==> config.mk <==
export PLATFORM = sky130hd
export DESIGN_NAME = rtp_h264_depacketizer_flat
export DESIGN_NICKNAME = d
export VERILOG_FILES = /design/src/design/rthd_pkg.sv /design/src/design/rthd_in_if.sv /design/src/design/rthd_out_if.sv /design/src/design/rtp_h264_depacketizer.sv /design/src/design/rthd_front.sv /design/src/design/rthd_queue.sv /design/src/design/rthd_back.sv /design/src/flat_wrapper.sv
export SDC_FILE = /design/constraint.sdc
export NUM_CORES = 1
export LEC_CHECK = 0
export ABC_CLOCK_PERIOD_IN_PS = 4400
export BUFFER_PORTS_ARGS = -buffer_cell sky130_fd_sc_hd__buf_4
export CAP_MARGIN = 10
export CORE_AREA = 2 2 180 111
export DETAILED_ROUTE_END_ITERATION = 10
export DIE_AREA = 0 0 182 113
export GPL_TIMING_DRIVEN = 0
export PLACE_DENSITY = 0.77
export SLEW_MARGIN = 20
export SYNTH_ARGS = -nofsm -noshare
export SYNTH_HDL_FRONTEND = slang
export SYNTH_SLANG_ARGS = --single-unit
==> constraint.sdc <==
create_clock -name i_clk -period 4.4 [get_ports i_clk]
set_input_delay 0.44 -clock i_clk [delete_from_list [all_inputs] [get_ports i_clk]]
set_output_delay 0.44 -clock i_clk [all_outputs]
set_load 0.02 [all_outputs]
==> src/design/rthd_pkg.sv <==
// Package: shared types and constants for the RTP H.264 depacketizer
`timescale 1ns / 1ps
package rthd_pkg;

    localparam int QDEPTH = 4;
    localparam int QAW    = $clog2(QDEPTH);
    localparam int QCW    = $clog2(QDEPTH + 1);

    localparam logic [7:0] VPT_RESET    = 8'd96;
    localparam logic [4:0] NAL_FU_A     = 5'h1C;
    localparam logic [4:0] NAL_IDR      = 5'd5;
    localparam logic [4:0] NAL_SEI      = 5'd6;
    localparam logic [4:0] NAL_SPS      = 5'd7;
    localparam logic [4:0] NAL_PPS      = 5'd8;
    localparam logic [3:0] HDR_LEN      = 4'd12;
    localparam logic [3:0] EXT_HDR_LEN  = 4'd4;

    localparam int         POS_W        = 3;
    localparam logic [POS_W-1:0] POS_SC_ONE = 3'd3;
    localparam logic [POS_W-1:0] POS_SC_NAL = 3'd4;

    typedef struct packed {
        logic [7:0]  data;
        logic        start;
        logic        last;
        logic        key;
        logic [15:0] seq;
    } t_cmd;

endpackage

==> src/design/rthd_in_if.sv <==
// Interface: input byte channel
`timescale 1ns / 1ps
interface rthd_in_if;
    logic       valid;
    logic       ready;
    logic [7:0] in_byte;
    logic       in_last;

    modport source (output valid, output in_byte, output in_last, input ready);
    modport sink   (input valid, input in_byte, input in_last, output ready);
endinterface

==> src/design/rthd_out_if.sv <==
// Interface: Annex-B output byte channel
`timescale 1ns / 1ps
interface rthd_out_if;
    logic        valid;
    logic        ready;
    logic [7:0]  out_byte;
    logic        run_last;
    logic        packet_end;
    logic        key_frame;
    logic [15:0] packet_seq;

    modport source (output valid, output out_byte, output run_last, output packet_end,
                    output key_frame, output packet_seq, input ready);
    modport sink   (input valid, input out_byte, input run_last, input packet_end,
                    input key_frame, input packet_seq, output ready);
endinterface

==> src/design/rtp_h264_depacketizer.sv <==
// Top level: RTP to Annex-B H.264 depacketizer
// The block takes one packet byte per cycle whenever its four-entry command queue has room,
// and sends one Annex-B byte per cycle from a registered output while the sink is ready. A
// byte that opens a NAL unit (a single NAL packet, or an FU-A header while no NAL is open)
// yields five output bytes, other payload bytes one; FU-A indicators, FU-A headers of an open
// NAL, header and dropped bytes yield none. Plain payload can enter at one byte per cycle; a
// NAL start takes five bytes of the single-byte output port, which sets the sustained rate.
`timescale 1ns / 1ps
module rtp_h264_depacketizer
    import rthd_pkg::*;
(
    input  logic       i_clk,
    input  logic       i_rst_n,
    input  logic       i_cfg_we,
    input  logic [6:0] i_cfg_data,
    rthd_in_if.sink    i_in,
    rthd_out_if.source o_out
);

    logic q_push;
    logic q_full;
    logic q_pop;
    logic q_valid;
    t_cmd push_cmd;
    t_cmd head_cmd;

    rthd_front u_front (
        .i_clk      (i_clk),
        .i_rst_n    (i_rst_n),
        .i_cfg_we   (i_cfg_we),
        .i_cfg_data (i_cfg_data),
        .i_in       (i_in),
        .i_q_full   (q_full),
        .o_push     (q_push),
        .o_cmd      (push_cmd)
    );

    rthd_queue u_queue (
        .i_clk   (i_clk),
        .i_rst_n (i_rst_n),
        .i_push  (q_push),
        .i_cmd   (push_cmd),
        .o_full  (q_full),
        .i_pop   (q_pop),
        .o_valid (q_valid),
        .o_cmd   (head_cmd)
    );

    rthd_back u_back (
        .i_clk     (i_clk),
        .i_rst_n   (i_rst_n),
        .i_q_valid (q_valid),
        .i_cmd     (head_cmd),
        .o_pop     (q_pop),
        .o_out     (o_out)
    );

endmodule

==> src/design/rthd_front.sv <==
// Front end: RTP header parser and payload classifier
`timescale 1ns / 1ps
module rthd_front
    import rthd_pkg::*;
(
    input  logic       i_clk,
    input  logic       i_rst_n,
    input  logic       i_cfg_we,
    input  logic [6:0] i_cfg_data,
    rthd_in_if.sink    i_in,
    input  logic       i_q_full,
    output logic       o_push,
    output t_cmd       o_cmd
);

    typedef enum logic [2:0] {
        PH_HEADER,
        PH_CSRC,
        PH_EXTHDR,
        PH_EXTSKIP,
        PH_PAYLOAD,
        PH_DROP
    } t_phase;

    t_phase      r_phase,    n_phase;
    logic [3:0]  r_hdr_idx,  n_hdr_idx;
    logic [17:0] r_skip,     n_skip;
    logic [3:0]  r_csrc,     n_csrc;
    logic        r_has_ext,  n_has_ext;
    logic        r_marker,   n_marker;
    logic        r_type_ok,  n_type_ok;
    logic [15:0] r_cur_seq,  n_cur_seq;
    logic [15:0] r_prev_seq, n_prev_seq;
    logic        r_nal,      n_nal;
    logic [1:0]  r_pay_idx,  n_pay_idx;
    logic [7:0]  r_first,    n_first;
    logic        r_key,      n_key;
    logic [6:0]  r_vpt;

    logic        acc;
    logic [7:0]  b;
    logic [15:0] seq_diff;
    logic        emit;
    logic        emit_start;
    logic [7:0]  emit_byte;

    assign i_in.ready = !i_q_full;
    assign acc        = i_in.valid && i_in.ready;
    assign b          = i_in.in_byte;
    assign seq_diff   = r_cur_seq - r_prev_seq;

    always_comb begin
        n_phase    = r_phase;
        n_hdr_idx  = r_hdr_idx;
        n_skip     = r_skip;
        n_csrc     = r_csrc;
        n_has_ext  = r_has_ext;
        n_marker   = r_marker;
        n_type_ok  = r_type_ok;
        n_cur_seq  = r_cur_seq;
        n_prev_seq = r_prev_seq;
        n_nal      = r_nal;
        n_pay_idx  = r_pay_idx;
        n_first    = r_first;
        n_key      = r_key;
        emit       = 1'b0;
        emit_start = 1'b0;
        emit_byte  = b;
        if (acc) begin
            unique case (r_phase)
                PH_HEADER: begin
                    if (r_hdr_idx == 4'd0) begin
                        n_csrc    = b[3:0];
                        n_has_ext = b[4];
                    end else if (r_hdr_idx == 4'd1) begin
                        n_marker  = b[7];
                        n_type_ok = (b[6:0] == r_vpt);
                    end else if (r_hdr_idx == 4'd2) begin
                        n_cur_seq = {b, 8'h00};
                    end else if (r_hdr_idx == 4'd3) begin
                        n_cur_seq = {r_cur_seq[15:8], b};
                    end
                    n_hdr_idx = r_hdr_idx + 4'd1;
                    if (n_hdr_idx == 4'd2 && !n_type_ok) begin
                        n_phase = PH_DROP;
                    end else if (n_hdr_idx >= HDR_LEN) begin
                        n_hdr_idx = 4'd0;
                        if (n_csrc != 4'd0) begin
                            n_skip  = {12'd0, n_csrc, 2'b00};
                            n_phase = PH_CSRC;
                        end else if (n_has_ext) begin
                            n_phase = PH_EXTHDR;
                        end else begin
                            n_phase   = PH_PAYLOAD;
                            n_pay_idx = 2'd0;
                        end
                    end
                end
                PH_CSRC: begin
                    n_skip = r_skip - 18'd1;
                    if (n_skip == 18'd0) begin
                        if (r_has_ext) begin
                            n_phase   = PH_EXTHDR;
                            n_hdr_idx = 4'd0;
                        end else begin
                            n_phase   = PH_PAYLOAD;
                            n_pay_idx = 2'd0;
                        end
                    end
                end
                PH_EXTHDR: begin
                    if (r_hdr_idx == 4'd2) begin
                        n_skip = {2'b00, b, 8'h00};
                    end else if (r_hdr_idx == 4'd3) begin
                        n_skip = {r_skip[15:8], b, 2'b00};
                    end
                    n_hdr_idx = r_hdr_idx + 4'd1;
                    if (n_hdr_idx >= EXT_HDR_LEN) begin
                        n_hdr_idx = 4'd0;
                        if (n_skip == 18'd0) begin
                            n_phase   = PH_PAYLOAD;
                            n_pay_idx = 2'd0;
                        end else begin
                            n_phase = PH_EXTSKIP;
                        end
                    end
                end
                PH_EXTSKIP: begin
                    n_skip = r_skip - 18'd1;
                    if (n_skip == 18'd0) begin
                        n_phase   = PH_PAYLOAD;
                        n_pay_idx = 2'd0;
                    end
                end
                PH_PAYLOAD: begin
                    if (r_pay_idx == 2'd0) begin
                        if (seq_diff > 16'd1) begin
                            n_nal = 1'b0;
                        end
                        n_prev_seq = r_cur_seq;
                        n_first    = b;
                        if (b[4:0] != NAL_FU_A) begin
                            n_key      = (b[4:0] == NAL_IDR) || (b[4:0] == NAL_SEI) ||
                                         (b[4:0] == NAL_SPS) || (b[4:0] == NAL_PPS);
                            n_nal      = 1'b0;
                            emit       = 1'b1;
                            emit_start = 1'b1;
                        end
                        n_pay_idx = 2'd1;
                    end else if (r_pay_idx == 2'd1) begin
                        if (r_first[4:0] == NAL_FU_A) begin
                            n_key = (b[4:0] == NAL_IDR);
                            if (!r_nal) begin
                                emit       = 1'b1;
                                emit_start = 1'b1;
                                emit_byte  = {r_first[7:5], b[4:0]};
                                n_nal      = 1'b1;
                            end
                        end else begin
                            emit = 1'b1;
                        end
                        n_pay_idx = 2'd2;
                    end else begin
                        emit = 1'b1;
                    end
                end
                PH_DROP: begin
                end
                default: begin
                end
            endcase
            if (i_in.in_last) begin
                if (n_phase == PH_PAYLOAD && n_pay_idx != 2'd0 &&
                    n_first[4:0] == NAL_FU_A && n_marker) begin
                    n_nal = 1'b0;
                end
                n_phase   = PH_HEADER;
                n_hdr_idx = 4'd0;
                n_skip    = 18'd0;
                n_pay_idx = 2'd0;
            end
        end
    end

    assign o_push      = acc && emit;
    assign o_cmd.data  = emit_byte;
    assign o_cmd.start = emit_start;
    assign o_cmd.last  = i_in.in_last;
    assign o_cmd.key   = n_key;
    assign o_cmd.seq   = n_cur_seq;

    always_ff @(posedge i_clk) begin
        if (!i_rst_n) begin
            r_phase    <= PH_HEADER;
            r_hdr_idx  <= 4'd0;
            r_skip     <= 18'd0;
            r_csrc     <= 4'd0;
            r_has_ext  <= 1'b0;
            r_marker   <= 1'b0;
            r_type_ok  <= 1'b0;
            r_cur_seq  <= 16'd0;
            r_prev_seq <= 16'd0;
            r_nal      <= 1'b0;
            r_pay_idx  <= 2'd0;
            r_first    <= 8'd0;
            r_key      <= 1'b0;
            r_vpt      <= VPT_RESET[6:0];
        end else begin
            r_phase    <= n_phase;
            r_hdr_idx  <= n_hdr_idx;
            r_skip     <= n_skip;
            r_csrc     <= n_csrc;
            r_has_ext  <= n_has_ext;
            r_marker   <= n_marker;
            r_type_ok  <= n_type_ok;
            r_cur_seq  <= n_cur_seq;
            r_prev_seq <= n_prev_seq;
            r_nal      <= n_nal;
            r_pay_idx  <= n_pay_idx;
            r_first    <= n_first;
            r_key      <= n_key;
            if (i_cfg_we) begin
                r_vpt <= i_cfg_data;
            end
        end
    end

endmodule

==> src/design/rthd_queue.sv <==
// Command queue between the parser and the output expander
`timescale 1ns / 1ps
module rthd_queue
    import rthd_pkg::*;
(
    input  logic i_clk,
    input  logic i_rst_n,
    input  logic i_push,
    input  t_cmd i_cmd,
    output logic o_full,
    input  logic i_pop,
    output logic o_valid,
    output t_cmd o_cmd
);

    t_cmd           r_mem [QDEPTH];
    logic [QAW-1:0] r_wr;
    logic [QAW-1:0] r_rd;
    logic [QCW-1:0] r_cnt;
    logic           push;
    logic           pop;

    assign o_full  = (r_cnt == QCW'(QDEPTH));
    assign o_valid = (r_cnt != '0);
    assign o_cmd   = r_mem[r_rd];
    assign push    = i_push && !o_full;
    assign pop     = i_pop && o_valid;

    always_ff @(posedge i_clk) begin
        if (push) begin
            r_mem[r_wr] <= i_cmd;
        end
    end

    always_ff @(posedge i_clk) begin
        if (!i_rst_n) begin
            r_wr  <= '0;
            r_rd  <= '0;
            r_cnt <= '0;
        end else begin
            if (push) begin
                r_wr <= r_wr + QAW'(1);
            end
            if (pop) begin
                r_rd <= r_rd + QAW'(1);
            end
            if (push && !pop) begin
                r_cnt <= r_cnt + QCW'(1);
            end else if (pop && !push) begin
                r_cnt <= r_cnt - QCW'(1);
            end
        end
    end

endmodule

==> src/design/rthd_back.sv <==
// Back end: expands queued commands into Annex-B output bytes
`timescale 1ns / 1ps
module rthd_back
    import rthd_pkg::*;
(
    input  logic       i_clk,
    input  logic       i_rst_n,
    input  logic       i_q_valid,
    input  t_cmd       i_cmd,
    output logic       o_pop,
    rthd_out_if.source o_out
);

    logic             r_valid;
    logic [POS_W-1:0] r_pos;
    logic [7:0]       r_byte;
    logic             r_run_last;
    logic             r_pkt_end;
    logic             r_key;
    logic [15:0]      r_seq;

    logic             load;
    logic             cmd_done;
    logic [7:0]       n_byte;

    assign load     = (!r_valid || o_out.ready) && i_q_valid;
    assign cmd_done = !i_cmd.start || (r_pos == POS_SC_NAL);
    assign o_pop    = load && cmd_done;

    always_comb begin
        if (!i_cmd.start || r_pos == POS_SC_NAL) begin
            n_byte = i_cmd.data;
        end else if (r_pos == POS_SC_ONE) begin
            n_byte = 8'h01;
        end else begin
            n_byte = 8'h00;
        end
    end

    always_ff @(posedge i_clk) begin
        if (!i_rst_n) begin
            r_valid <= 1'b0;
            r_pos   <= '0;
        end else begin
            if (load) begin
                r_valid <= 1'b1;
                r_pos   <= cmd_done ? '0 : r_pos + POS_W'(1);
            end else if (o_out.ready) begin
                r_valid <= 1'b0;
            end
        end
    end

    always_ff @(posedge i_clk) begin
        if (load) begin
            r_byte     <= n_byte;
            r_run_last <= cmd_done;
            r_pkt_end  <= cmd_done && i_cmd.last;
            r_key      <= i_cmd.key;
            r_seq      <= i_cmd.seq;
        end
    end

    assign o_out.valid      = r_valid;
    assign o_out.out_byte   = r_byte;
    assign o_out.run_last   = r_run_last;
    assign o_out.packet_end = r_pkt_end;
    assign o_out.key_frame  = r_key;
    assign o_out.packet_seq = r_seq;

endmodule

==> src/flat_wrapper.sv <==
// flat-port wrapper written by rule: the top's interface ports become plain ports
module rtp_h264_depacketizer_flat import rthd_pkg::*;
  (i_clk, i_rst_n, i_cfg_we, i_cfg_data, i_in_valid, i_in_in_byte, i_in_in_last, i_in_ready, o_out_valid, o_out_out_byte, o_out_run_last, o_out_packet_end, o_out_key_frame, o_out_packet_seq, o_out_ready);
  rthd_in_if i_in_i ();
  rthd_out_if o_out_i ();
  input  logic i_clk;
  input  logic i_rst_n;
  input  logic i_cfg_we;
  input  logic [6:0] i_cfg_data;
  input wire logic [$bits(i_in_i.valid)-1:0] i_in_valid;
  input wire logic [$bits(i_in_i.in_byte)-1:0] i_in_in_byte;
  input wire logic [$bits(i_in_i.in_last)-1:0] i_in_in_last;
  output wire logic [$bits(i_in_i.ready)-1:0] i_in_ready;
  output wire logic [$bits(o_out_i.valid)-1:0] o_out_valid;
  output wire logic [$bits(o_out_i.out_byte)-1:0] o_out_out_byte;
  output wire logic [$bits(o_out_i.run_last)-1:0] o_out_run_last;
  output wire logic [$bits(o_out_i.packet_end)-1:0] o_out_packet_end;
  output wire logic [$bits(o_out_i.key_frame)-1:0] o_out_key_frame;
  output wire logic [$bits(o_out_i.packet_seq)-1:0] o_out_packet_seq;
  input wire logic [$bits(o_out_i.ready)-1:0] o_out_ready;
  assign i_in_i.valid = i_in_valid;
  assign i_in_i.in_byte = i_in_in_byte;
  assign i_in_i.in_last = i_in_in_last;
  assign i_in_ready = i_in_i.ready;
  assign o_out_valid = o_out_i.valid;
  assign o_out_out_byte = o_out_i.out_byte;
  assign o_out_run_last = o_out_i.run_last;
  assign o_out_packet_end = o_out_i.packet_end;
  assign o_out_key_frame = o_out_i.key_frame;
  assign o_out_packet_seq = o_out_i.packet_seq;
  assign o_out_i.ready = o_out_ready;
  rtp_h264_depacketizer u_core (.i_clk(i_clk), .i_rst_n(i_rst_n), .i_cfg_we(i_cfg_we), .i_cfg_data(i_cfg_data), .i_in(i_in_i), .o_out(o_out_i));
endmodule
# Word-level counts from Yosys, hierarchy flattened
# Memories as Yosys holds them, arrays and structs flattened. A register that Yosys moved wholly into a read port is not among the register bits.
# Index checks and enable logic that the tools add are counted.
[totals]
romBits = 0
regBits = 121
latch_bits = 0
output_inout_bits = 29
memories = 1
ramBits = 108
wordCells = 215
[op_classes]
multipliers = 0
div_mod_pow = 0
addsub = 8
n_reduce_logical = 42
mux = 108
n_lt_le_gt_ge = 3
n_eq_ne = 28
n_shift = 0
bitwise_logic = 0
[memory_table]
columns = ["memory", "words", "word_bits", "rd", "rd_clocked_by_memory_dff", "write_ports", "line_no", "rtl"]
rows = [
  ["u_core.u_queue.r_mem", 4, 27, 1, 1, 1, "rthd_queue.sv:16", "t_cmd r_mem [QDEPTH];"],
]
[ops]
columns = ["cell", "n"]
rows = [
  ["2-to-1 mux 18 bit", 8],
  ["2-to-1 mux 8 bit", 11],
  ["2-to-1 mux 16 bit", 5],
  ["one-hot mux 18 bit (3 select lines)", 1],
  ["2-to-1 mux 1 bit", 42],
  ["2-to-1 mux 3 bit", 14],
  ["logical NOT 18 bit", 2],
  ["2-to-1 mux 4 bit", 9],
  ["2-to-1 mux 2 bit", 15],
  ["subtractor 18 x 1 -> 18 bit, second input constant", 1],
  ["> comparator 16 x 1 -> 1 bit, second input constant", 1],
  ["subtractor 16 bit", 1],
  ["equality test 5 x 3 -> 1 bit, second input constant", 3],
  ["inequality test 3 bit, second input constant", 5],
  ["logical AND 1 bit", 13],
  ["equality test 3 bit, second input constant", 4],
  ["equality test 4 x 2 -> 1 bit, second input constant", 3],
  ["one-hot mux 3 bit (4 select lines)", 1],
  ["one-hot mux 4 bit (3 select lines)", 1],
  ["nonzero test 4 bit", 3],
  ["equality test 5 bit, second input constant", 2],
  ["one-hot mux 2 bit (5 select lines)", 1],
  ["equality test 3 x 2 -> 1 bit, second input constant", 3],
  ["equality test 7 bit", 1],
  ["other kinds (24)", 39],
]

# Longest topological paths before layout
# Gate-level depths: netlist of run 1.
[depth]
word_depth = 16
mapped_depth = 13

# Modules after synthesis
# Synthesis of run 1 repeated with hierarchy kept, for this count alone.
[hier_totals]
cells_unflattened = 1039
area_unflattened_um2 = 11491.0
[modules_own_cells]
columns = ["mod", "cells_per_inst", "area_each_um2", "n_inst"]
rows = [
  ["rthd_front", 786, 5934.4, 1],
  ["rthd_queue", 189, 4430.5, 1],
  ["rthd_back", 64, 1126.1, 1],
]

# Least setup slack after synthesis of run 1
# No wires, ideal clock.
[synth_timing]
path_kind = "input to register"
startpoint = "input port i_in_in_byte[1]"
endpoint = "register u_core.u_queue.r_cnt[2]"
setup_time_ns = 0.070
arrival_time_ns = 2.875
slack_ns = 1.454
n_path_buf = 1
stages = 12
cell_sequence = "clkbuf_1 -> nor2_1 -> and4_1 -> nand2_1 -> nand3_1 -> a21oi_1 -> ha_1 -> inv_1 -> fa_1 -> xor2_1 -> or3_1 -> a21oi_1"
[synth_between]
elab_chain_cells = 10
[synth_lines]
columns = ["element", "line_no", "rtl"]
rows = [
  ["start: declaration", "flat_wrapper.sv:11", "input wire logic [$bits(i_in_i.in_byte)-1:0] i_in_in_byte;"],
  ["inequality test 5 bit *", "rthd_front.sv:142", "if (b[4:0] != NAL_FU_A) begin"],
  ["2-to-1 mux 1 bit *", "rthd_front.sv:142", ""],
  ["2-to-1 mux 1 bit *", "rthd_front.sv:136", "if (r_pay_idx == 2'd0) begin"],
  ["2-to-1 mux 1 bit *", "rthd_front.sv:70", "unique case (r_phase)"],
  ["2-to-1 mux 1 bit *", "rthd_front.sv:69", "if (acc) begin"],
  ["logical AND 1 bit *", "rthd_front.sv:185", "assign o_push = acc && emit;"],
  ["logical AND 1 bit *", "rthd_queue.sv:26", "assign push = i_push && !o_full;"],
  ["via u_core.u_queue.push", "rthd_queue.sv:20", "logic push;"],
  ["logical NOT 1 bit", "rthd_queue.sv:49", "end else if (pop && !push) begin"],
  ["logical AND 1 bit", "rthd_queue.sv:49", ""],
  ["nonzero test 2 bit (no source line)", "--", ""],
  ["end signal: assignment", "rthd_queue.sv:48", "r_cnt <= r_cnt + QCW'(1);"],
  ["end signal: assignment", "rthd_queue.sv:50", "r_cnt <= r_cnt - QCW'(1);"],
  ["end: declaration", "rthd_queue.sv:19", "logic [QCW-1:0] r_cnt;"],
]
# The timed path passes the listed nets; every way through them passes the cells marked *.
# A chain may end at the register's enable or synchronous reset.

# Worst setup path in the final report of run 1
[layout_timing]
startpoint = "register u_core.u_queue.r_cnt[0]"
endpoint = "register u_core.u_queue.r_cnt[2]"
[layout_between]
elab_chain_cells = 9
[layout_lines]
columns = ["element", "line_no", "rtl"]
rows = [
  ["equality test 3 bit *", "rthd_queue.sv:23", "assign o_full = (r_cnt == QCW'(QDEPTH));"],
  ["logical NOT 1 bit *", "rthd_front.sv:47, rthd_queue.sv:26", ""],
  ["logical AND 1 bit", "rthd_front.sv:48", "assign acc = i_in.valid && i_in.ready;"],
  ["2-to-1 mux 1 bit", "rthd_front.sv:69", ""],
  ["logical AND 1 bit", "rthd_front.sv:185", ""],
  ["logical AND 1 bit *", "rthd_queue.sv:26", ""],
  ["via u_core.u_queue.push", "rthd_queue.sv:20", ""],
  ["logical NOT 1 bit", "rthd_queue.sv:49", ""],
  ["logical AND 1 bit", "rthd_queue.sv:49", ""],
  ["nonzero test 2 bit (no source line)", "--", ""],
]
# The timed path passes the listed nets; every way through them passes the cells marked *. The select of a mux whose other input is x is not followed.

==> results of run 1 <==
==> routing by layer <==
layer  up-vias  GRT usage [%]
li1       3950              -
met1      4117           45.4
met2       476           39.2
met3        48           7.24
met4         0           5.59
met5         -              0
==> layout by cell type, fill, tap and decap left out, types with 5 or more instances in the layout <==
master,instances
nand2b_1,7
mux4_2,27
nor4_1,15
nor3b_1,8
clkbuf_16,22
mux2_2,13
nor3_1,25
or3_1,12
clkbuf_1,57
inv_1,37
xnor2_1,13
o21ai_0,47
a22o_1,10
buf_4,45
a21o_1,9
ha_1,32
or4_1,8
buf_1,5
xor2_1,11
nor2b_1,17
nor2_1,77
a211oi_1,6
a22oi_1,7
dfxtp_1,96
nand2_1,118
nand3_1,20
bufinv_16,6
edfxtp_1,135
o22ai_1,9
mux2i_1,32
and2_1,19
a21oi_1,68
==> worst paths after layout <==
path	endpoint	slack [ns]	startpoint	cells past startpoint
max	u_core.u_queue.r_cnt[2]$_SDFFE_PN0P_	0.79	u_core.u_queue.r_cnt[0]$_SDFFE_PN0P_	12
min	u_core.u_front.r_vpt[6]$_SDFFE_PN1P_	0.13	i_cfg_data[6]	3
max reg2reg	u_core.u_queue.r_cnt[2]$_SDFFE_PN0P_	0.79	u_core.u_queue.r_cnt[0]$_SDFFE_PN0P_	12
min reg2reg	u_core.u_front.r_prev_seq[3]$_SDFFE_PN0P_	0.45	u_core.u_front.r_prev_seq[3]$_SDFFE_PN0P_	2
==> power by group <==
group          total, mW  internal, mW  switching (mW)
Combinational       1.26         0.501           0.763
Clock               2.17          1.30           0.863
Sequential          2.64          2.56          0.0799
Total               6.07          4.36            1.71
==> metrics by stage <==
step / total power, mW / instance area [sq um] / setup slack (ns) / utilization, % / hold slack, ns
6_report: 6.07 / 12700 / 0.788 / 67.3 / 0.129
3_3_place_gp: 3.88 / 11800 / 0.355 / 62.9 / 0.439
4_1_cts: 6.08 / 12700 / 0.856 / 67.3 / 0.127
3_5_place_dp: 3.92 / 11800 / 0.439 / 62.9 / 0.445
5_1_grt: 6.27 / 12700 / 0.379 / 67.3 / 0.147
2_1_floorplan: 3.49 / 11200 / 1.45 / - / 0.431
==> final cells by class <==
class | count | area (sq um)
plain buffers | 64 | 251
clock buffers | 25 | 572
clock inverters | 15 | 256
fillers | 1421 | 6160
well taps | 246 | 308
multi-input cells | 697 | 4820
inverters | 40 | 150
flip-flops and latches | 231 | 5980
repair buffers | 45 | 338
==> cell families after synthesis <==
kind of cell    after synthesis
xor+xnor                     24
mux                          72
fa+ha+maj                    34
compound gates              213
buf+inv                     104
simple gates                354
flops                       231
==> flip-flops by register name (all words and copies together), names as in the netlist, 2 cells and up, named ones only <==
register	cells
u_core.u_front.r_pay_idx	2
u_core.u_back.r_pos	3
u_core.u_front.r_vpt	7
u_core.u_front.r_hdr_idx	4
u_core.u_front.r_csrc	4
u_core.u_queue.r_wr	2
u_core.u_back.o_out.packet_seq	16
u_core.u_front.r_phase	3
u_core.u_queue.r_mem	108
u_core.u_back.o_out.out_byte	8
u_core.u_queue.r_cnt	3
u_core.u_front.r_skip	18
u_core.u_front.r_prev_seq	16
u_core.u_front.r_first	8
u_core.u_front.r_cur_seq	16
u_core.u_queue.r_rd	2
==> worst min-delay path, stage by stage <==
cell	delay, ns
buf_4	0.07
mux2i_1	0.05
nand2_1	0.06
==> impl_results.md, run 1 <==
- Starting Density: between 50 and 60%
- Fin cells: between 1,000 and 1,500
- Async SR Flop Fraction: 0%
- Post-synthesis mux area share: around a tenth
- Drt first pass iters: 6
- Post-CTS Resized: 0
- HPWL after DPL: about 20,000 microns
- Synth Register Bits: 231
- Root buf cell: clkbuf_16
- Compound-Gate Fraction of Synth Area: 12.2%
- Cts bufs inserted: 22
- Maximum fanout along the worst path: 8
- DR DRC count: 0
- Final wirelength: 29,100 microns
- Post-synth EDFFs: between 100 and 150
- Cell chain of the critical path: nor2_1 -> nand2_1 -> and2_1 -> clkbuf_1 -> nand3_1 -> a21oi_1 -> ha_1 -> inv_1 -> fa_1 -> xor2_1 -> or3_1 -> a21oi_1
- H-tree depth: 1
- GRT overflow: 0
- Clk_lat worst skew: ~0.52 ns
- Post-Synthesis Cells: just over 1,000
- Routed metal-1 wirelength: approximately 13,000 microns
- Worst path bufs/invs: 2
- CP max-delay cell: a21oi_1
- DR vias: approximately 8,600
- Fmax: about 280 MHz
- Post-CTS setup buffer count: 0
- Layout cells sized above 1: about an eighth
- Core ar.: between 15,000 and 20,000 sq um
- Max_slew headroom: between 30% and 40%
- Post-route ant nets: 0
- Hold Vio Cnt, Final: 0
- Routed vias/inst: between 6 and 7
- Synth area leaders: edfxtp_1, dfxtp_1, mux4_2
- Nets: between 1,000 and 1,500
- Per-cell routed wire length: about 21 microns
- Synth Area in XOR/XNOR: 1.88%
- Final setup fails: 0
- Post-Synth Simple-Gate Area: 15.4%
- DRT iter0 DRCs: roughly 1,200
- Crit path required time: slightly below 5 ns
- Worst Max-Slew Pin Slew: about 1.0 ns
- Proportion of synthesized chip area in sequential cells: ~53%
- Die H: 113 microns
- Crit path time final: about 3.6 ns
- Clock transition at the registers of the reported paths: ~0.070 ns
- GP Congestion: around 0.96
- Global-route usage over all layers: roughly 28%
- Maxcap violations: 0
- ANT cells: 0
- Clock sink count: roughly 230
- Max incr delay on CP: 0.68 ns
- Synth top area share: a little over a third
- CTS tree: done
- First-pass GRT wire length: between 40,000 and 50,000 microns
- Worst Path Class, Setup: register to register
- Die outline width: approximately 180 microns
- Met2 WL: 11,800 microns
- Syn Nets: between 1,000 and 1,500
- Adder-cell share of the synthesized area: 3.93%
- Max Used Layer: met4
- Post-CTS Hold Fix Bufs: 0
- Antenna violations before repair: 0
- Clock skew: around 0.012 ns
- Leak pwr: around 4.6 nW
- Placed insts: 1,323
- Post-synth top area cell: edfxtp_1
- Status: finished clean
- Worst setup SP type: register
- Syn_area_per_cell: roughly 11 sq um
- DIE AREA: ~21,000 sq um
- Met3 WL post-DR: 3370 microns
- Unique masters post-synth: 78
- TNS Setup: 0 ns
- Count leader, synth: edfxtp_1
- Synth Warn #: 0
- Vias in the first global route: ~8,000
- P per Cell Area: 479 nW/um^2
- Area delta synth->final: 13.2%
- Unrepaired setup endpoints after global routing: false
- Io pins: 50
- CP delay by family, top: simple AND/OR/NAND/NOR gates
- Post-synth top cells: edfxtp_1, nand2_1, dfxtp_1, nor2_1, a21oi_1
- Site Rows: 39
- Worst EP arrival: between 4 and 5 ns
- Hold Path Class: input pin to register
- Largest family of logic cells by synthesized area: simple AND/OR/NAND/NOR gates
- Final Cycle Share: between 80% and 90%
- CP dominant cell by count: a21oi_1
- Worst VDD drop: 0.296 mV
- Slew Limit Fails: 0
- Largest net degree at the start of global routing: 30
- Ys flop type: edfxtp_1
- Count of input and output buffers: 45
- CP endpoint kind: register
- Synthesized cell area: ~11,000 sq um
- Bufs on Longest Clock Path: 3
Note: power is estimated with default switching activity, not from simulation.
==> run 2: changes to the inputs <==
Settings changed: ABC_AREA set to 1, ABC_CLOCK_PERIOD_IN_PS 4400 to 3200, CORE_AREA 2 2 180 111 to 2 2 189 117, DIE_AREA 0 0 182 113 to 0 0 191 119, PLACE_DENSITY 0.77 to 0.75.
Clock period 4.4 ns to 3.2 ns, I/O delays scaled along.
==> run 2 against run 1 <==
Final cell count increased by 28%; non-clock buffer count decreased by 5; routed wire length increased by 11%; sequential power increased by 33%; sequential share of layout area decreased by 1.6 points; die area increased by 11%; sequential cell count unchanged; critical path depth increased by 4; combinational power increased by 51%; register-to-register slack got worse by 0.62 ns; critical endpoint is now u_core.u_front.r_hdr_idx[3]$_SDFFE_PN0P_; largest cell class unchanged; highest routed layer is now met5.
==> impl_results.md, run 2 <==
- Per-cell routed wire length: ~18 microns
- Cell chain of the critical path: inv_1 -> ha_1 -> nand2_1 -> nand2_1 -> nor2_1 -> nand3_1 -> nor2_1 -> nand2_1 -> nor2_1 -> nand3_1 -> nor2_1 -> nand2_1 -> o211ai_1 -> nand2_1 -> o21ai_0 -> a21oi_1
- Die H: about 120 microns
- TNS Setup: 0 ns
- Synthesized cell area: 11,500 sq um
- Leak pwr: ~5.4 nW
- CP delay by family, top: simple AND/OR/NAND/NOR gates
- P per Cell Area: slightly above 600 nW/um^2
- Nets: 1,504
- Int Pwr: 5.52 mW
- Part of the power in combinational logic: a little under a quarter
- Clock transition at the registers of the reported paths: about 0.070 ns
- Async SR Flop Fraction: 0%
- Antenna violations before repair: 0
- Starting Density: 54.0%
- Reg-to-Reg End: u_core.u_front.r_hdr_idx[3]$_SDFFE_PN0P_
- Vias in the first global route: roughly 9,100
- Commonest non-fill, non-tap cell in the layout: nand2_1
- Clock sink count: 231
- Slew Limit Fails: 0
- Filler instances: about 1,800
- Sw Share: 31.4%
- Post-route ant nets: 0
- Status: finished clean
- Ys flop type: edfxtp_1
- Hold Path Class: input pin to register
- Synth Warn #: 0
- Bufs on Longest Clock Path: 3
- Reg with most FFs: u_core.u_queue.r_mem
- Core ar.: about 21,000 sq um
- Worst EP arrival: 3.42 ns
- Fmax: about 330 MHz
- Maxcap violations: 0
- Io pins: 50
- CP endpoint kind: register
- First-pass GRT wire length: around 50,000 microns
- Post-synth top cells: nand2_1, nor2_1, inv_1, edfxtp_1, o21ai_0
- Worst VDD drop: between 0.5 and 0.6 mV
- Unique masters post-synth: slightly below 50
- Crit path time final: approximately 3 ns
- Worst r2r path cells: 16
- Syn Nets: roughly 1,400
- Post-synth EDFFs: 135
- Max incr delay on CP: between 0.4 and 0.5 ns
- Synth top area share: 35.2%
- Clk_lat worst skew: just over 0.5 ns
- Top flop regs: u_core.u_queue.r_mem: 108 flops, u_core.u_front.r_skip: 18 flops
- Crit path required time: around 3.6 ns
- ANT cells: 0
- Sequential power share: about 44%
- Post-CTS setup buffer count: 0
- Die outline width: 191 microns
- CP endpoint: u_core.u_front.r_hdr_idx[3]$_SDFFE_PN0P_
- DIE AREA: 22,700 sq um
- Count of input and output buffers: 48
- DR DRC count: 0
- Layout Utilization: 61.7%
- Worst Max-Slew Pin Slew: about 0.9 ns
- Unrepaired setup endpoints after global routing: false
- Critical path origin: u_core.u_front.r_skip[0]$_SDFFE_PN0P_
- DR vias: 10,080
- Max FFs per register: approximately 110
- Area delta synth->final: 14.1%
- Syn_area_per_cell: about 8.4 sq um
- Worst path bufs/invs: 1
- Post-synth top area cell: edfxtp_1
- RR Startpoint: u_core.u_front.r_skip[0]$_SDFFE_PN0P_
- Proportion of synthesized chip area in sequential cells: 52.0%
- Root buf cell: clkbuf_16
- Critical path depth: 16
- Final Cycle Share: between 90% and 100%
- GP Congestion: 0.982
- Maximum fanout along the worst path: 8
- Routed vias/inst: 5.76
- Worst Path Class, Setup: register to register
- CP dominant cell by count: nand2_1
- Global-route usage over all layers: approximately 28%
- DRT iter0 DRCs: between 1,000 and 1,500
- Largest net degree at the start of global routing: 24
- HPWL after DPL: around 23,000 microns
- Synth area leaders: edfxtp_1, dfxtp_1, nand2_1
- Clock power frac: between 30% and 40%
- Site Rows: between 40 and 50
- Synth Register Bits: 231
- Hold Vio Cnt, Final: 0
- H-tree depth: 1
- CP max-delay cell: dfxtp_1
- Cts bufs inserted: 22
- Slack of the worst reg-to-reg path: approximately 0.17 ns
- Clock skew: just over 0.009 ns
- Post-Synthesis Cells: about 1,400
- Sw power: around 2.5 mW
- Max_slew headroom: slightly below 40%
- Worst setup SP type: register
- Layout cells sized above 1: under 10%
- Final wirelength: between 30,000 and 40,000 microns
- Final setup fails: 0
- Count leader, synth: nand2_1
- CTS tree: done
- Most frequent cells in the layout: nand2_1, nor2_1, inv_1
- Drt first pass iters: 5
- GRT overflow: 0
[run 2: cell count changes after synthesis, moves of 13 or more]
cell      delta
nand2_1    +153
inv_1      +104
nor2_1     +103
o21ai_0     +79
nand3_1     +56
a21oi_1     +40
mux2i_1     -31
mux4_2      -27
o22ai_1     +26
and2_1      -20
nor3_1      -18
nor2b_1     -17
clkbuf_1    -16
mux2_2      -13
[run 2: layout make-up]
cell class	count	area [sq um]	share of cell area (%)
Buffer	51	233	1.77
Clock buffer	25	583	4.44
Clock inverter	14	146	1.12
Inverter	150	568	4.33
Multi-Input combinational cell	940	4780	36.4
Sequential cell	231	5980	45.5
Tap cell	286	358	2.73
Timing Repair Buffer	53	475	3.62
[run 2: cell families after synthesis]
group | after synthesis | synth area share [%]
adder cells (fa/ha/maj) | 34 | 3.83
multiplexers | 1 | 0.0870
AND/OR/NAND/NOR | 572 | 20.7
buffers and inverters | 202 | 6.96
XOR/XNOR | 20 | 1.52
flip-flops | 231 | 52.0
AO/OA/AOI/OAI | 313 | 15.0
[run 2: stage by stage]
stage	setup slack, ns	hold slack (ns)	cells	area, sq um	power (mW)
final	0.171	0.0353	1750	13100	8.05
after detailed placement	0.121	0.452	1712	12400	5.42
after floorplan	0.0692	0.419	1373	11500	4.77
after CTS	0.195	0.0233	1751	13100	8.04
after global routing	0.00279	0.0312	1750	13100	8.41
after global placement	-1.22	0.446	1707	12200	5.33
[run 2: timing repair]
item / CTS / global route
resized for setup: 0 / 3
setup endpoints to repair: 0 / 6
hold buffers: 0 / 0
[run 2: tightest hold or removal path, delay by kind of cell]
kind                   cells  cell delay [ns]
AND/OR/NAND/NOR            2             0.11
buffers and inverters      1             0.08
[run 2: worst min path at each step]
stage / slack [ns] / to / depth (start not counted) / start
4_1_cts: 0.02 / u_core.u_queue.r_mem[1][21]$_DFFE_PP_ / 1 / i_in_in_byte[2]
6_report: 0.04 / u_core.u_front.r_vpt[6]$_SDFFE_PN1P_ / 3 / i_cfg_data[6]
3_5_place_dp: 0.45 / u_core.u_front.r_prev_seq[12]$_SDFFE_PN0P_ / 2 / u_core.u_front.r_prev_seq[12]$_SDFFE_PN0P_
3_3_place_gp: 0.45 / u_core.u_front.r_prev_seq[9]$_SDFFE_PN0P_ / 2 / u_core.u_front.r_prev_seq[9]$_SDFFE_PN0P_
5_1_grt: 0.03 / u_core.u_queue.r_mem[0][21]$_DFFE_PP_ / 1 / i_in_in_byte[2]
2_1_floorplan: 0.42 / u_core.u_queue.r_mem[0][17]$_DFFE_PP_ / 0 / i_in_in_last
[run 2: routing by layer]
layer	global-route usage (%)	share of wire, %	vias up
met1	43.9	47	4733
met5	1.58	0.12	-
met4	6.10	2.0	2
li1	-	-	4781
met2	37.8	39	502
met3	9.20	12	62
[run 2: power by group through the flow]
stage                     logic, mW  registers [mW]  clock network [mW]
after global placement         1.77            3.56                   0
after global routing           2.09            3.53                2.79
after floorplan                1.08            3.69                   0
final                          1.90            3.51                2.64
after detailed placement       1.86            3.56                   0
after CTS                      1.87            3.50                2.68
